## src/sv/v4mu_div_stage.sv

```systemverilog
// One step of a restoring divider, pipelined; numerator and divisor ride along.
module v4mu_div_stage #(
    parameter int STEP = 0
) (
    input  logic        i_clk,
    input  logic [56:0] i_rem,
    input  logic [55:0] i_q,
    input  logic [55:0] i_num,
    input  logic [32:0] i_den,
    output logic [56:0] o_rem,
    output logic [55:0] o_q,
    output logic [55:0] o_num,
    output logic [32:0] o_den
);
    localparam int BIT = 55 - STEP;
    logic [56:0] n_rem;

    always_comb begin
        n_rem = {i_rem[55:0], i_num[BIT]};
    end

    always_ff @(posedge i_clk) begin
        if (n_rem >= {24'd0, i_den}) begin
            o_rem <= n_rem - {24'd0, i_den};
            o_q   <= i_q | (56'd1 << BIT);
        end else begin
            o_rem <= n_rem;
            o_q   <= i_q;
        end
        o_num <= i_num;
        o_den <= i_den;
    end
endmodule

```

## config.mk

```make
export PLATFORM = sky130hd
export DESIGN_NAME = v4mu_div_stage
export DESIGN_NICKNAME = d
export VERILOG_FILES = /design/src/sv/v4mu_div_stage.sv
export SDC_FILE = /design/constraint.sdc
export NUM_CORES = 1
export LEC_CHECK = 0
export BUFFER_PORTS_ARGS = -buffer_cell sky130_fd_sc_hd__buf_2
export CAP_MARGIN = 20
export CORE_AREA = 4 4 153 155
export CTS_CLUSTER_DIAMETER = 50
export DETAILED_ROUTE_END_ITERATION = 12
export DIE_AREA = 0 0 157 159
export PLACE_DENSITY_LB_ADDON = 0.15
export SLEW_MARGIN = 15
export SYNTH_ARGS = -nofsm -noshare
export SYNTH_HDL_FRONTEND = slang
export SYNTH_SLANG_ARGS = --single-unit
```

## constraint.sdc

```tcl
create_clock -name i_clk -period 8.01 [get_ports i_clk]
set_input_delay 1.2015 -clock i_clk [delete_from_list [all_inputs] [get_ports i_clk]]
set_output_delay 1.2015 -clock i_clk [all_outputs]
set_load 0.01 [all_outputs]
```

* Word level (Yosys, flattened, before mapping)
Cells that the tools add are included.
** Word-level totals
- Register bits after elaboration :: 202
- Bits in latches :: 0
- Memory bits (writable) :: 0
- ROM bits :: 0
- Input bits :: 203
- Output and inout bits :: 202
- Word-level logic and storage cells :: 8
- Memories :: 0
** Cells by class
- Add/subtract/negate cells :: 1
- Multiply operators :: 0
- Div/mod/pow operators :: 0
- Magnitude comparators :: 1
- Equality and inequality tests :: 0
- Shifts and indexed selects :: 0
- Muxes and demuxes :: 1
- Bitwise logic cells :: 0
- Reductions and logical operators :: 0
** Operator list (count)
- >= comparator 57 x 33 -> 1 bit :: 1
- two-way mux 57 bit :: 1
- subtractor 57 x 33 -> 57 bit :: 1

* Logic depth before layout (Yosys ltp)
- Depth in word-level cells :: 2
- Depth in mapped cells :: 13
- Mapped depth without buffers :: 11

* Worst setup path after synthesis
Ideal clock, no wire load.
- Path type :: input port to flip-flop
- From :: input port i_den[16]
- To :: register o_rem[39]
- Setup time :: 0.128 ns
- Arrival time :: 3.482 ns
- Path slack :: 4.400 ns
- Stages :: 13
- Path buffers :: 3
- Path through :: inv_1 > ha_1 > buf_2 > a21oi_2 > o21ai_1 > a2111oi_2 > o31ai_1 > or4b_1 > buf_4 > nand2_2 > buf_6 > nor3_1 > xor2_1
** Between the ends
- Longest elaborated chain between the ends :: 2
- Elaborated cells on any way between the ends :: 3
- Classes of those cells :: 1 x add/sub; 1 x order compare; 1 x mux
** RTL lines
- start, declared :: line 9 : input logic [32:0] i_den,
- subtractor 57 x 33 -> 57 bit / >= comparator 57 x 33 -> 1 bit (equally long branches) :: line 24, 23
- two-way mux 57 bit (*) :: line 23 : if (n_rem >= {24'd0, i_den}) begin
- end signal, assigned :: line 24 : o_rem <= n_rem - {24'd0, i_den};
- end signal, assigned :: line 27 : o_rem <= n_rem;
- end, declared :: line 10 : output logic [56:0] o_rem,
Mark *: on every way between the ends. The rest lies on a longest branch, timed or not.
A chain may end at the register's enable or synchronous reset.

* Worst setup path after layout
- From :: input port i_den[3]
- To :: register o_rem[43]
Same word-level chain as after synthesis.

==> run metrics <==
status=complete, no violations; pin count of the biggest net entering global routing=40; post-synthesis mux area share=0.153%; Finished Core Util=48.5%; Die Width=157 um; H-tree depth=1; peak supply drop=0.000163 V; max_cap viols=0; initial antenna violation count=3; Non-Filler Instances=1430; FF+latch count, synth=202; Mapped Cells=726; nets=1367; most common cell in the synthesized netlist=dfxtp_1; XOR/XNOR Fraction of Synth Area=5.95%; root buf cell=clkbuf_16; vias in the first global route=6749; slowest stage delay, CP=0.60 ns; worst hold path class=input port to register; Yosys warning count=0; Cell Area, Synth=0.00736 mm2; post-synthesis sequential area ratio=54.9%; fmax=256 MHz; Max FO, Critical Path=5; DRC=0; crit start category=input port; setup tns final=0 ns; IO Port Bufs=403; Slowest cell on crit path=a2111oi_1; vias per cell=4.67; synth-to-layout area growth=43.6%; final hold vios=0; CTS buffer count=26; ys flop type=dfxtp_1; critical-path cell list=buf_2 > inv_1 > ha_1 > nand3_1 > o21bai_1 > a2111oi_1 > o41ai_2 > o31ai_2 > a41o_1 > nor4_1 > xor2_1; hold path depth=1; DR vias=6678; clk sinks=202; post-synthesis compound-gate area fraction=14.3%; CTS max path bufs=3; WHS Endpoint=o_q[53]; Post-Route WL=26.8 mm; starting density of the core=33.7%; Rel. slew slack=28.8%; first-pass GRT wire length=39.7 mm; drt first pass iters=4; pwr dens=262 mW/mm2; HPWL after DPL=22.1 mm; largest cells by area after synthesis=dfxtp_1 55%, ha_1 5.6%, xor2_1 3.6%, a21oi_1 3.5%, nor2_1 2.8%; Top delay family on crit path=compound AO/OA/AOI/OAI gates; die area=0.0250 mm2; crit path DAT=4.30 ns; Resized Gates After CTS=0; CTS tree=yes; n_diodes=0; RSZ-0062 raised after global routing=false; largest family of logic cells by synthesized area=simple AND/OR/NAND/NOR gates; critical path required time=8.40 ns; total track usage=20.3%; syn_nets=963; Ports=405; Synth Area in Adders=5.88%; LEAKAGE=5.13 nW; Synth top cells by count=202 x dfxtp_1, 54 x nor2_1, 52 x a21oi_1; final setup violation count=0; Setup crit end kind=register; First DRT Iteration DRCs=240; hold path startpoint=i_q[53]; area leader, netlist=dfxtp_1; ys async rst share=0%; mean routed wirelength per cell=18.7 um; Synth top area share=54.9%; # rows=54; worst path bufs/invs=2; # Post-CTS Setup Buffers=0; Die H=159 um; post-layout min period=3.91 ns; mean post-synth cell area=10.1 um2; Least-Margin Pin Slew=1.06 ns; clk slew on worst S/H paths=0.06 ns; Core Box Area=0.0218 mm2; total gr overflow=0; global placement routability congestion=0.862; CTS Hold Bufs=0; EDFF count, synth=0; Slew Viols, Final=0; simple-gate share of the synthesized area=14.9%; number of nets with antenna violations after routing=0; share of cells above drive strength 1=41.0%; Tcrit/Tclk final=48.9%; cell count after placement=1382; crit path kind=input port to register; Netlist cell types=65
-- state kept, by name, indices dropped and copies added (netlist names) --
register,flops
o_q,56
o_den,33
o_num,56
o_rem,57
-- metal layers --
| layer | part of all wire, % | vias up | global-route usage [%] |
|---|---|---|---|
| met5 | 0.18 | - | 0 |
| met2 | 50 | 223 | 36.7 |
| met1 | 40 | 3051 | 23.8 |
| met3 | 7.5 | 48 | 5.06 |
| li1 | - | 3350 | - |
| met4 | 2.5 | 6 | 5.25 |
-- power breakdown --
| group | switching (mW) | internal (mW) |
|---|---|---|
| Sequential | 0.0185 | 1.09 |
| Clock | 0.466 | 0.777 |
| Combinational | 0.242 | 0.177 |
-- layout make-up --
cell class,count,area (um2)
sequential,202,4040
inverter,40,150
multi-input combinational,454,3040
clock buffer,30,707
timing repair buffer,406,2040
fill,2147,11200
tap,280,350
clock inverter,18,248
-- metrics by stage --
step                instance area [um2]  power (mW)  hold slack [ns]  setup WS (ns)
floorplan                          7360        1.35             1.23           4.40
global placement                   9620        1.55             1.30           3.52
detailed placement                 9620        1.55             1.31           3.55
CTS                               10600        2.81            0.756           4.09
global route                      10600        2.90            0.754           3.85
finish                            10600        2.77            0.785           4.10
-- logic make-up after synthesis --
| group | Yosys count |
|---|---|
| flip-flops | 202 |
| AO/OA/AOI/OAI | 162 |
| XOR/XNOR | 50 |
| multiplexers | 1 |
| AND/OR/NAND/NOR | 207 |
| buffers and inverters | 70 |
| adder cells (fa/ha/maj) | 34 |
-- how the worst max path moves through the flow --
| stage | from | endpoint | cells past startpoint |
|---|---|---|---|
| 2_1_floorplan | i_den[16] | o_rem[39] | 13 |
| 3_3_place_gp | i_den[3] | o_rem[43] | 11 |
| 3_5_place_dp | i_den[3] | o_rem[43] | 11 |
| 4_1_cts | i_den[3] | o_rem[43] | 11 |
| 5_1_grt | i_den[4] | o_rem[39] | 11 |
| 6_report | i_den[3] | o_rem[43] | 11 |
-- cells in the final DEF, fill, tap and decap left out, types with 15 or more instances in the layout --
cell / count
xnor2_1: 20
clkbuf_16: 27
a21oi_1: 52
buf_2: 403
dfxtp_1: 202
nor3_1: 20
ha_1: 33
nor2_1: 54
o21ai_0: 34
xor2_1: 30
nand2_1: 46
nand4_1: 19
inv_1: 40
a21o_1: 15
Power figures use the tool's default switching activity.
