File: src/sv/v4mu_sqrt_stage.sv
// One step of the restoring square root, pipelined.
module v4mu_sqrt_stage #(
    parameter int STEP = 0
) (
    input  logic        i_clk,
    input  logic [65:0] i_rem,
    input  logic [32:0] i_root,
    input  logic [64:0] i_n,
    output logic [65:0] o_rem,
    output logic [32:0] o_root,
    output logic [64:0] o_n
);
    localparam int SH = 2 * (32 - STEP);
    logic [65:0] n_rem;
    logic [65:0] n_trial;

    // Bring down two bits and try root*4+1.
    always_comb begin
        n_rem   = {i_rem[63:0], 2'(i_n >> SH)};
        n_trial = {31'd0, i_root, 2'b01};
    end

    always_ff @(posedge i_clk) begin
        if (n_rem >= n_trial) begin
            o_rem  <= n_rem - n_trial;
            o_root <= {i_root[31:0], 1'b1};
        end else begin
            o_rem  <= n_rem;
            o_root <= {i_root[31:0], 1'b0};
        end
        o_n <= i_n;
    end
endmodule

File: config.mk
export PLATFORM = sky130hd
export DESIGN_NAME = v4mu_sqrt_stage
export DESIGN_NICKNAME = d
export VERILOG_FILES = /design/src/sv/v4mu_sqrt_stage.sv
export SDC_FILE = /design/constraint.sdc
export NUM_CORES = 1
export LEC_CHECK = 0
export ABC_AREA = 1
export BUFFER_PORTS_ARGS = -buffer_cell sky130_fd_sc_hd__buf_2
export CORE_UTILIZATION = 44
export DETAILED_ROUTE_END_ITERATION = 6
export PLACE_DENSITY = 0.77
export SYNTH_ARGS = -nofsm -noshare
export SYNTH_HDL_FRONTEND = slang
export SYNTH_SLANG_ARGS = --single-unit
export TNS_END_PERCENT = 30
File: constraint.sdc
create_clock -name i_clk -period 2.2 [get_ports i_clk]
set_clock_uncertainty 0.15 [all_clocks]
set_input_delay 0.44 -clock i_clk [delete_from_list [all_inputs] [get_ports i_clk]]
set_output_delay 0.44 -clock i_clk [all_outputs]
set_load 0.05 [all_outputs]
* Word-level counts from Yosys, hierarchy flattened
Index checks and enable logic that the tools add are counted.
** Cells by class
- $add $sub $neg :: 1
- Order comparisons :: 1
- Muxes and demuxes :: 2
** Operators with widths (number)
- 66-bit by 35-bit greater-or-equal comparator with 1-bit output :: 1
- 66-bit 2-to-1 mux :: 1
- 66-bit by 35-bit subtractor with 66-bit output :: 1
- 1-bit 2-to-1 mux :: 1
** Storage, ports and cells
- Bits in registers :: 164
- Input bits :: 165
- Output and inout bits :: 164
- Word-level logic and storage cells :: 8

* Logic depth before layout (Yosys ltp)
Gate-level depths: netlist of the first run.
- Depth after elaboration :: 2
- Depth in mapped cells :: 16
- Depth with buffers taken out :: 16

* Least setup slack after synthesis of the first run
Ideal clock, no wire load.
- Path type :: input port to flip-flop
- From :: input port i_root[27]
- To :: register o_rem[22]
- Setup time :: 116 ps
- Arrival time :: 1940 ps
- Data required time :: 1934 ps
- Setup slack :: -6 ps
- Cell stages on the path :: 15
- Path buffers :: 1
- Cell sequence :: inv_1 ha_1 nand2_1 inv_2 nand2_1 nand2_1 nand2_1 nand2_1 clkinv_1 nand2_1 a21oi_4 nand3_4 buf_4 nand2_1 o21ai_1
** On the way
- Cells in the longest elaborated chain, start to end :: 2
** RTL lines
- from (decl) :: line 7 : input logic [32:0] i_root,
- 66-bit by 35-bit greater-or-equal comparator with 1-bit output :: line 24 : if (n_rem >= n_trial) begin
- 66-bit 2-to-1 mux :: line 24
- to (signal assigned) :: line 25 : o_rem <= n_rem - n_trial;
- to (signal assigned) :: line 28 : o_rem <= n_rem;
- to (decl) :: line 9 : output logic [65:0] o_rem,
No other way between the ends.
A chain may end at the register's enable or synchronous reset.

* Worst setup path after layout of the first run
- From :: input port i_root[22]
- To :: register o_rem[33]
** On the way
- Cells in the longest elaborated chain, start to end :: 2
- Elaborated cells between the ends (all ways) :: 3
- Those cells by class :: add/sub (1); order compare (1); mux (1)
** RTL lines (line)
- 66-bit by 35-bit subtractor with 66-bit output / 66-bit by 35-bit greater-or-equal comparator with 1-bit output (equally long branches) :: 25, 24
- 66-bit 2-to-1 mux (*) :: 24
Mark *: on every way between the ends. The rest lies on a longest branch, timed or not.

==> results of run 1 <==
-- final timing paths --
check | to | slack (ps)
worst max-delay path | o_rem[33]$_DFF_P_ | 90
worst min-delay path | o_rem[63]$_DFF_P_ | 80
-- cells in the mapped netlist (all sizes together) --
master	number	area share, %
a211oi	1	0.092
a21boi	2	0.18
a21oi	32	2.1
and2	3	0.23
buf	10	1.0
clkbuf	1	0.046
clkinv	2	0.092
dfxtp	164	40
fa	1	0.25
ha	33	5.1
inv	232	11
nand2	438	20
nand3	56	3.7
nand3b	12	1.1
nand4	25	1.9
nor2	129	6.1
nor3	17	1.2
nor4	2	0.15
nor4b	1	0.11
o21ai	29	1.8
o21bai	5	0.46
or2	2	0.15
xor2	25	2.7
-- per-stage QoR --
stage	hold WS (ps)	total power (W)
after CTS	70.32	0.009319
after detailed placement	393.6	0.006107
final	75.53	0.009396
after floorplan	317.7	0.005070
after global placement	392.6	0.006074
after global routing	95.35	0.009750
-- logic make-up after synthesis --
family / after synthesis
adders and majority gates: 34
DFF: 164
and+or+nand+nor: 685
AOI/OAI and AO/OA: 69
buffers and inverters: 245
xor gates and xnor gates: 25
-- power groups by stage --
stage	clock network, W	registers (W)	logic, W
global route	0.00325	0.00333	0.00317
global placement	0	0.00336	0.00271
detailed placement	0	0.00336	0.00274
finish	0.00310	0.00331	0.00298
CTS	0.00312	0.00330	0.00289
floorplan	0	0.00431	0.000756
-- area by class of cell --
cell class	count	area [um2]	share of cell area (%)
multi-input combinational	813	3976	30.66
timing repair buffer	595	3919	30.22
sequential	164	3283	25.32
inverter	234	878.3	6.773
clock buffer	17	425.4	3.280
tap	229	286.5	2.209
clock inverter	15	197.7	1.524
antenna	1	2.502	0.01930
-- state kept, by name (all words and copies together) (netlist names) --
name,cells
o_rem,66
o_n,65
o_root,33
-- worst max-delay path, cell delays in order --
cell,delay [ps]
buf_2,80
inv_1,40
ha_1,390
buf_4,160
nand2_1,90
nor2_2,200
nand2_1,140
nor2_1,170
nand2_1,70
nand2_1,60
nor2_1,60
buf_4,130
nand3b_1,70
nand3_1,140
nand2_1,90
-- cells in the final DEF (no fill, tap or decap), drive strengths merged --
cell / count
o21bai: 5
xor2: 25
clkbuf: 18
nand4: 25
clkinv: 9
fa: 1
a211oi: 1
nand3: 56
o21ai: 29
a21oi: 32
and2: 3
or2: 2
nor3: 17
nor4b: 1
diode: 1
a21boi: 2
nand2: 438
nor4: 2
dfxtp: 164
ha: 33
nand3b: 12
dlygate4sd3: 96
clkinvlp: 1
buf: 498
nor2: 129
inv: 239
-- per-layer routing --
layer  GRT usage (%)  share of wire (%)  up-vias
li1                -                  -     4926
met1           39.72                 40     4594
met2           59.89                 49      482
met3           6.255                7.8       78
met4           14.79                3.6        0
met5               0                  0        -
-- timing repair --
| action | 4_1_cts | 5_1_grt |
|---|---|---|
| hold endpoints to repair | 96 | 0 |
| setup endpoints to repair | 6 | 62 |
| buffers inserted | 0 | 4 |
| pin swaps | 0 | 5 |
| resized for setup | 1 | 33 |
| hold buffers | 96 | 0 |
==> results.md, run 1 <==
- Die area: between 15,000 and 20,000 um2
- Synthesized area: 8119 um2
- Startpoint Class: input pin
- CTS Buf Count: 17
- Worst slew pin tran: roughly 360 ps
- Register area share after synthesis: between 40% and 50%
- Worst setup startpoint: i_root[22]
- Reg power frac: 35.3%
- Power per standard cell area: just over 700 nW/um2
- F_max: 0.4742 GHz
- Yosys warning count: 0
- IO Pins: 329
- Post-synthesis adder-cell area fraction: 5.332%
- Switching Share: between 30% and 40%
- Minimum clock period: between 2000 and 2500 ps
- CTS Buffer Depth: 2
- GP Congestion: between 0.9 and 1
- Dpl hpwl: around 24,000 um
- I/O Buffers: about 330
- Die Ht: between 100 and 150 um
- P_int: ~0.0058 W
- Syn avg cell area: roughly 6.6 um2
- First-pass GRT wire length: around 48,000 um
- Clk slew on worst S/H paths: 70 ps
- Setup TNS: 0 ps
- Crit-path max FO: 4
- Total Routing Usage GR: roughly a third
- Initial antenna violation count: 1
- Hold Crit Start: i_rem[61]
- Remaining Overflow, GRT: 0
- Worst slew margin: about three quarters
- Largest net degree at the start of global routing: 23
- Setup WS pre-CTS: -466.5 ps
- Setup crit end kind: register
- Initial core utilization: approximately 45%
- Setup CP Type: in2reg
- CTS root buf: clkbuf_16
- Fill cell count: around 1,400
- CTS tree: yes
- Site Rows: between 40 and 50
- Clock power frac: 33.0%
- Final std cells w/o fill: approximately 2,100
- Vias per cell: 4.874
- Distinct cell type count after synthesis: 33
- Yosys reg bits: 164
- CORE AREA: 18,020 um2
- Max_cap viols: 0
- RSZ-0062 raised after global routing: true
- Drt first pass iters: 6
- Compound-gate portion of the synthesized area: approximately 4.6%
- Mux contribution to synthesized area: 0%
- CP required: ~2400 ps
- Final worst setup slack: ~91 ps
- Xor-xnor portion of the synthesized cell area: under 10%
- Fin crit share: 95.86%
- Outcome: finished clean
- Area Overhead vs Synth: 59.73%
- Share of cells above drive strength 1: around a third
- Sink Count: between 150 and 200
- DR WL/cell: 15.88 um
- Die Wd: 137.8 um
- P_leak: ~7 nW
- Placed Cells: approximately 1,900
- Synth Area in Simple Gates: approximately a third
- Number of setup violations in the final report: 0
- Combinational family with the most area after synthesis: simple AND/OR/NAND/NOR gates
- DRC: 0
- Final ANT Viol Nets: 0
- DRT Wirelength: approximately 33,000 um
- Number of global-route vias before repair: around 9,700
- NumNets Final: slightly above 2,000
- NetSw: approximately 0.0036 W
- DP Area: approximately 11,000 um2
- Post-layout util: 71.95%
- Worst hold path stage count: 3
- Worst Hold Class: in2reg
- Slew Viols, Final: 0
- Syn_nets: roughly 1,400
- Design area: approximately 13,000 um2
- Hold violation count in the final report: 0
- H-tree depth: 4
- DR iter-0 viols: 689
- Combinational Power Share: about a third
- Cells after Synth: around 1,200
- Crit path DAT: ~2300 ps
- Peak VDD IR: between 500 and 600 uV
- Vias: between 10,000 and 15,000
(Power assumes the default switching activity.)
==> inputs of run 2 (changes only) <==
Settings changed: CORE_UTILIZATION 44 to 49, PLACE_DENSITY 0.77 to 0.81, SETUP_SLACK_MARGIN set to 0.4.
Clock period 2.2 ns to 2.4 ns, I/O delays scaled along.
==> results.md, run 2 <==
- Cells after Synth: 1,222
- Sink Count: between 150 and 200
- Cell type with the highest aggregate area in the netlist: dfxtp_1
- Initial core utilization: approximately half
- Most frequent cell after synthesis: nand2_1
- Top area cells in the synthesized netlist: dfxtp_1 (40%), nand2_1 (20%), inv_1 (10%), nor2_1 (5.7%), ha_1 (5.1%)
- Distinct cell type count after synthesis: 33
- Total Routing Usage GR: slightly above 70%
- WEP type: register data pin
- Syn_nets: 1,421
- CTS Buffer Depth: 2
- GP Congestion: approximately 0.94
- Last stage: global routing (5_1_grt)
- Yosys reg bits: about 160
- Placed Cells: 1,896
- Largest net degree at the start of global routing: 33
- CTS root buf: clkbuf_16
- Share of the synthesized area in the top cell type: 40.44%
- Die Ht: about 130 um
- Synthesized area: between 8000 and 9000 um2
- Error message: [ERROR GRT-0232] Routing congestion too high. Check the congestion heatmap in the GUI.
- Ys flop type: dfxtp_1
- Syn avg cell area: 6.644 um2
- I/O Buffers: around 330
- Site Rows: between 40 and 50
- Dpl hpwl: around 25,000 um
- IO Pins: 329
- Register area share after synthesis: 40.44%
- DP Area: 11,450 um2
- Commonest cells post-synth: nand2_1 (434), inv_1 (224), dfxtp_1 (164), nor2_1 (124), nand3_1 (54)
- CTS Buf Count: 17
- Yosys warning count: 0
- H-tree depth: 4
- Outcome: aborted with a tool error
- Ys async rst share: 0%
- Die Wd: 130.7 um
- GRT repair_timing worst endpoint: o_rem[13]$_DFF_P_/D
- Remaining Overflow, GRT: 10
- Number of flops mapped to enable cells by yosys: 0
==> run 2: cell counts after synthesis <==
Identical to the previous run, type by type.
==> run 2: repair_timing <==
| item | 4_1_cts |
|---|---|
| endpoints found under the hold margin | 83 |
| gates cloned | 0 |
| gates resized for setup | 18 |
| setup buffers | 1 |
| hold buffers | 83 |
| endpoints found under the setup margin | 66 |
| pin swaps | 2 |
==> run 2: through the flow <==
| step | setup TNS (ps) | utilization (%) | worst slack [ps] |
|---|---|---|---|
| after floorplan | 0 | - | 266.1 |
| after detailed placement | -9415 | 71.33 | -176.7 |
| after global placement | -6290 | 71.33 | -158.7 |
| after CTS | 0 | 80.74 | 327.1 |
==> run 2: per-layer routing <==
layer / overflow / track usage, %
met4: 3 / 62.54
met2: 5 / 85.37
met3: 1 / 60.95
met1: 1 / 74.71
met5: 0 / 45.00
==> run 2: cells by family after synthesis <==
group	synth area share, %
AO/OA/AOI/OAI	4.639
XOR/XNOR	2.697
adder cells (fa/ha/maj)	5.332
buffers and inverters	11.87
flip-flops	40.44
AND/OR/NAND/NOR	35.03
==> inputs of run 3 (changes only) <==
Settings changed: CORE_UTILIZATION 49 to 39, PLACE_DENSITY 0.81 to not set, PLACE_DENSITY_LB_ADDON set to 0.15, SETUP_SLACK_MARGIN 0.4 to not set.
==> results.md, run 3 (synthesized netlist as in run 1, its figures left out) <==
- H-tree depth: 4
- Vias per cell: approximately 4.5
- Outcome: finished, violations left
- Site Rows: 52
- Slew Viols, Final: 0
- Peak VDD IR: around 460 uV
- Drt first pass iters: 7
- Top Registers: o_rem (66), o_n (65), o_root (33)
- CTS root buf: clkbuf_16
- First-pass GRT wire length: between 40,000 and 50,000 um
- DR iter-0 viols: about 500
- Initial antenna violation count: 0
- GP Congestion: around 0.93
- Delay-heaviest family, CP: simple AND/OR/NAND/NOR gates
- Antenna Cells: 0
- Post-CTS Setup Inserts: 0
- Max_cap viols: 0
- CTS tree: yes
- Hold violation count in the final report: 0
- Setup crit end kind: register
- Die Ht: about 150 um
- Total Routing Usage GR: 28.52%
- Worst hold path stage count: 1
- Most frequent cells in the layout: nand2_1 (434), buf_2 (326), inv_1 (224)
- F_max: 0.4535 GHz
- Crit path DAT: 2440 ps
- Setup CP Type: in2reg
- CTS Buffer Depth: 2
- Worst slew pin tran: about 400 ps
- Number of global-route vias before repair: 9,078
- Die Wd: between 100 and 150 um
- WP buf/inv: 4
- Critical-path cell list: buf_2 -> inv_1 -> ha_1 -> nand2_1 -> nor2_1 -> inv_1 -> nor2_2 -> nand2_2 -> nor2_2 -> nand2_2 -> nand3_4 -> buf_12 -> nand3_1 -> nand2_1
- DP Area: between 10,000 and 15,000 um2
- CORE AREA: 20,300 um2
- NumNets Final: roughly 2,000
- Final worst setup slack: around 200 ps
- Largest net degree at the start of global routing: 54
- Design area: between 10,000 and 15,000 um2
- Dpl hpwl: approximately 24,000 um
- Most common cell after layout, fill and taps aside: nand2_1
- Power per standard cell area: around 670 nW/um2
- Worst Hold Class: in2reg
- DRT Wirelength: around 30,000 um
- RSZ-0062 raised after global routing: false
- Number of setup violations in the final report: 0
- Largest Register: o_rem
- Fin crit share: 91.88%
- Minimum clock period: around 2200 ps
- Hold Path End: o_root[14]$_DFF_P_
- Max FFs per register: 66
- IO Pins: between 300 and 400
- CTS Buf Count: 17
- Violated checks: design-rule violations
- Vias: ~9,400
- Setup WS pre-CTS: -268.7 ps
- Crit-path max FO: 53
- Max stage delay on crit path: 340 ps
- Remaining Overflow, GRT: 0
- Startpoint Class: input pin
- Area Overhead vs Synth: 55.29%
- Sink Count: approximately 160
- DR WL/cell: about 14 um
- Slowest cell on crit path: ha_1
- CP required: roughly 2600 ps
- Share of cells above drive strength 1: about 29%
- Initial core utilization: between 30% and 40%
- Die area: approximately 21,000 um2
- P_leak: between 7 and 8 nW
- DRC: 1
- Final ANT Viol Nets: 0
- Clk slew on worst S/H paths: around 70 ps
- Hold Crit Start: i_root[13]
- I/O Buffers: 326
- Worst slew margin: 72.87%
run 3: layer usage:
layer  track usage [%]  vias up  wire length [um]
met5                 0        -                 0
met4             8.906        0               680
met3             4.594       40              2040
met2             50.05      337             14310
met1             35.62     4163             12960
li1                  -     4854                 -
run 3: repair_timing:
item                                    CTS  global route
hold endpoints to repair                 86             0
endpoints found under the setup margin    0             5
gates resized for setup                   0             2
hold buffers                             86             0
run 3: worst max-delay path by stage:
stage	start	endpoint	cells after the start
final	i_root[19]	o_rem[20]$_DFF_P_	14
after CTS	i_root[19]	o_rem[42]$_DFF_P_	15
after global placement	i_root[19]	o_rem[42]$_DFF_P_	15
after floorplan	i_root[27]	o_rem[22]$_DFF_P_	15
after global routing	i_root[21]	o_rem[42]$_DFF_P_	15
after detailed placement	i_root[19]	o_rem[42]$_DFF_P_	15
run 3: power breakdown:
part / internal, W / switching (W)
sequential: 0.00296 / 0.0000551
combinational: 0.000864 / 0.00176
clock: 0.00143 / 0.00135
total: 0.00525 / 0.00317
run 3: layout make-up:
| cell class | instances | area [um2] |
|---|---|---|
| fill | 1978 | 7691 |
| clock inverter | 14 | 160.2 |
| inverter | 234 | 878.3 |
| multi-input combinational | 813 | 3877 |
| tap | 270 | 337.8 |
| timing repair buffer | 560 | 3632 |
| sequential | 164 | 3283 |
| clock buffer | 18 | 439.2 |
run 3: stage by stage:
stage	TNS [ps]	hold slack [ps]	total power (W)	utilization [%]	std cells
final	0	13.15	0.008420	62.11	2073
after global routing	0	3.938	0.008807	62.11	2073
after CTS	0	0.3965	0.008474	62.07	2073
after detailed placement	-11930	433.6	0.005569	54.88	1955
after global placement	-9363	431.8	0.005557	54.88	1955
after floorplan	0	357.7	0.004647	-	1222
==> inputs of run 4 (changes only) <==
Settings changed: ABC_AREA 1 to not set.
==> results.md, run 4 <==
- Clk slew on worst S/H paths: 70 ps
- Worst slew pin tran: just under 500 ps
- Most common cell after layout, fill and taps aside: buf_2
- Outcome: finished, violations left
- Initial antenna violation count: 0
- Ys async rst share: 0%
- Worst Hold Class: in2reg
- NumNets Final: 1,491
- Violated checks: negative setup slack
- CTS root buf: clkbuf_16
- Number of flops mapped to enable cells by yosys: 0
- Final worst setup slack: -521.5 ps
- Fill cell count: between 1,000 and 1,500
- Die Ht: between 100 and 150 um
- Number of setup violations in the final report: 67
- Crit path DAT: 3090 ps
- CTS Buffer Depth: 2
- Die area: ~18,000 um2
- H-tree depth: 4
- Worst slew margin: between 60% and 70%
- Minimum clock period: a little under 3000 ps
- Area Overhead vs Synth: 76.48%
- CTS tree: yes
- Hold violation count in the final report: 0
- DRC: 0
- Power per standard cell area: about 710 nW/um2
- Area of the multi-input gates: between 3000 and 4000 um2
- DR WL/cell: 16.13 um
- DRT Wirelength: approximately 25,000 um
- Syn_nets: just under 900
- P_leak: 5.725 nW
- Vias: 7,400
- Critical-path cell list: buf_6 -> or3_4 -> nor3_4 -> nand3_2 -> or4_4 -> or4_4 -> a211oi_4 -> buf_6 -> clkbuf_16 -> mux2_2
- Share of cells above drive strength 1: between 40% and 50%
- Syn avg cell area: 9.891 um2
- Share of the synthesized area in the top cell type: between 40% and 50%
- Total Routing Usage GR: 27.59%
- Post-layout util: 70.90%
- Largest net degree at the start of global routing: 19
- Top Registers: o_rem (66), o_n (65), o_root (33)
- Ys flop type: dfxtp_1
- IO Pins: approximately 330
- Initial core utilization: between 40 and 50%
- Die Wd: 132.9 um
- Max FFs per register: 66
- Dpl hpwl: 18,150 um
- Slowest cell on crit path: or4_4
- CORE AREA: around 17,000 um2
- Peak VDD IR: just over 500 uV
- Commonest cells post-synth: dfxtp_1 (164), a21oi_1 (64), nand2_1 (44), inv_1 (42), nor2_1 (39)
- RSZ-0062 raised after global routing: true
- Max_cap viols: 0
- Synthesized area: around 6700 um2
- Most frequent cell after synthesis: dfxtp_1
- I/O Buffers: about 330
- Drt first pass iters: 5
- Setup CP Type: in2reg
- Site Rows: 47
- Worst setup startpoint: i_rem[48]
- Fin crit share: 121.7%
- F_max: 0.3423 GHz
- First-pass GRT wire length: roughly 38,000 um
- Distinct cell type count after synthesis: 60
- Largest Register: o_rem
- CTS Buf Count: 17
- Most frequent cells in the layout: buf_2 (323), buf_4 (214), dfxtp_1 (164)
- Hold Crit Start: i_root[12]
- Antenna Cells: 0
- Yosys warning count: 0
- Sink Count: approximately 160
- Final ANT Viol Nets: 0
- Vias per cell: roughly 4.9
- Number of global-route vias before repair: 7,406
- Remaining Overflow, GRT: 0
- Cells after Synth: about 680
- Slew Viols, Final: 0
- Setup TNS: -30,070 ps
- Startpoint Class: input pin
- Max stage delay on crit path: about 520 ps
- CP required: roughly 2600 ps
- Top area cells in the synthesized netlist: dfxtp_1 (49%), ha_1 (6.2%), mux2_2 (4.9%), a21oi_1 (4.8%), xnor2_1 (3.0%)
- Cell type with the highest aggregate area in the netlist: dfxtp_1
- Yosys reg bits: ~160
- Register area share after synthesis: 49.10%
- DR iter-0 viols: 332
- Seq. cell area: roughly 3300 um2
- Setup crit end kind: register
- Worst hold margin: 14.17 ps
- Crit-path max FO: 7
- GP Congestion: roughly 0.89
## run 4: changes by cell type after synthesis, moves of 11 or more
cell / before / now
nand2_1: 434 / 44
inv_1: 224 / 42
nor2_1: 124 / 39
nand3_1: 54 / 9
a21oi_1: 31 / 64
mux2_2: 0 / 29
o21ai_0: 9 / 33
xnor2_1: 0 / 23
o21ai_1: 20 / 1
nand4_1: 25 / 11
clkbuf_1: 1 / 13
nand3b_1: 12 / 1
or3_1: 0 / 11
or4_1: 0 / 11
## run 4: where the power goes
group	internal (W)	switching, W	leakage (nW)
Clock	0.00142	0.00131	0.288
Sequential	0.00297	0.0000698	1.38
Combinational	0.00103	0.00163	4.05
## run 4: per-stage QoR
step           area [um2]  power, W  setup slack (ps)  cells
3_3_place_gp        10070  0.005526             -1049   1408
4_1_cts             11610  0.008418            -470.9   1518
2_1_floorplan        6734  0.004609            -771.3    676
6_report            11800  0.008437            -521.5   1525
3_5_place_dp        10070  0.005540             -1089   1408
5_1_grt             11800  0.008748            -593.8   1525
## run 4: what timing repair did
action / 4_1_cts / 5_1_grt
hold endpoints to repair: 71 / 0
buffers inserted: 5 / 6
cloned: 2 / 1
pin swaps: 7 / 7
hold buffers: 71 / 0
endpoints found under the setup margin: 67 / 67
gates resized for setup: 33 / 27
## run 4: critical path: cells and delay by family
kind            cells  cell delay (ps)
simple gates        5             1630
buf+inv             3              480
mux                 1              330
compound gates      1              170
## run 4: path summary, 6_finish.rpt
check                 cells after the start            endpoint  slack, ps
worst max-delay path                     10    o_rem[4]$_DFF_P_       -520
worst min-delay path                      1  o_root[13]$_DFF_P_         10
## run 4: cell type report
class                      instances  share of cell area (%)
clock buffer                      18                   3.722
clock inverter                    14                   1.347
inverter                          42                   1.442
multi-input combinational        450                   28.61
sequential                       164                   27.82
tap                              220                   2.333
timing repair buffer             617                   34.73
## run 4: logic make-up (layout without fill, tap and decap cells)
family,after synthesis,in the layout,share of synthesized area (%)
and+or+nand+nor,181,181,14.15
xor gates and xnor gates,45,45,5.894
DFF,164,164,49.10
muxes,33,33,5.707
adders and majority gates,34,34,6.475
AOI/OAI and AO/OA,157,157,14.52
buffers and inverters,62,691,4.154
## run 4: layer usage
metal  up-vias  GRT usage, %  routed length [um]
li1       3627             -                   -
met1      3448         31.80                9974
met2       275         49.24               12380
met3        50         4.904                1418
met4         0         12.96                 822
met5         -             0                   0
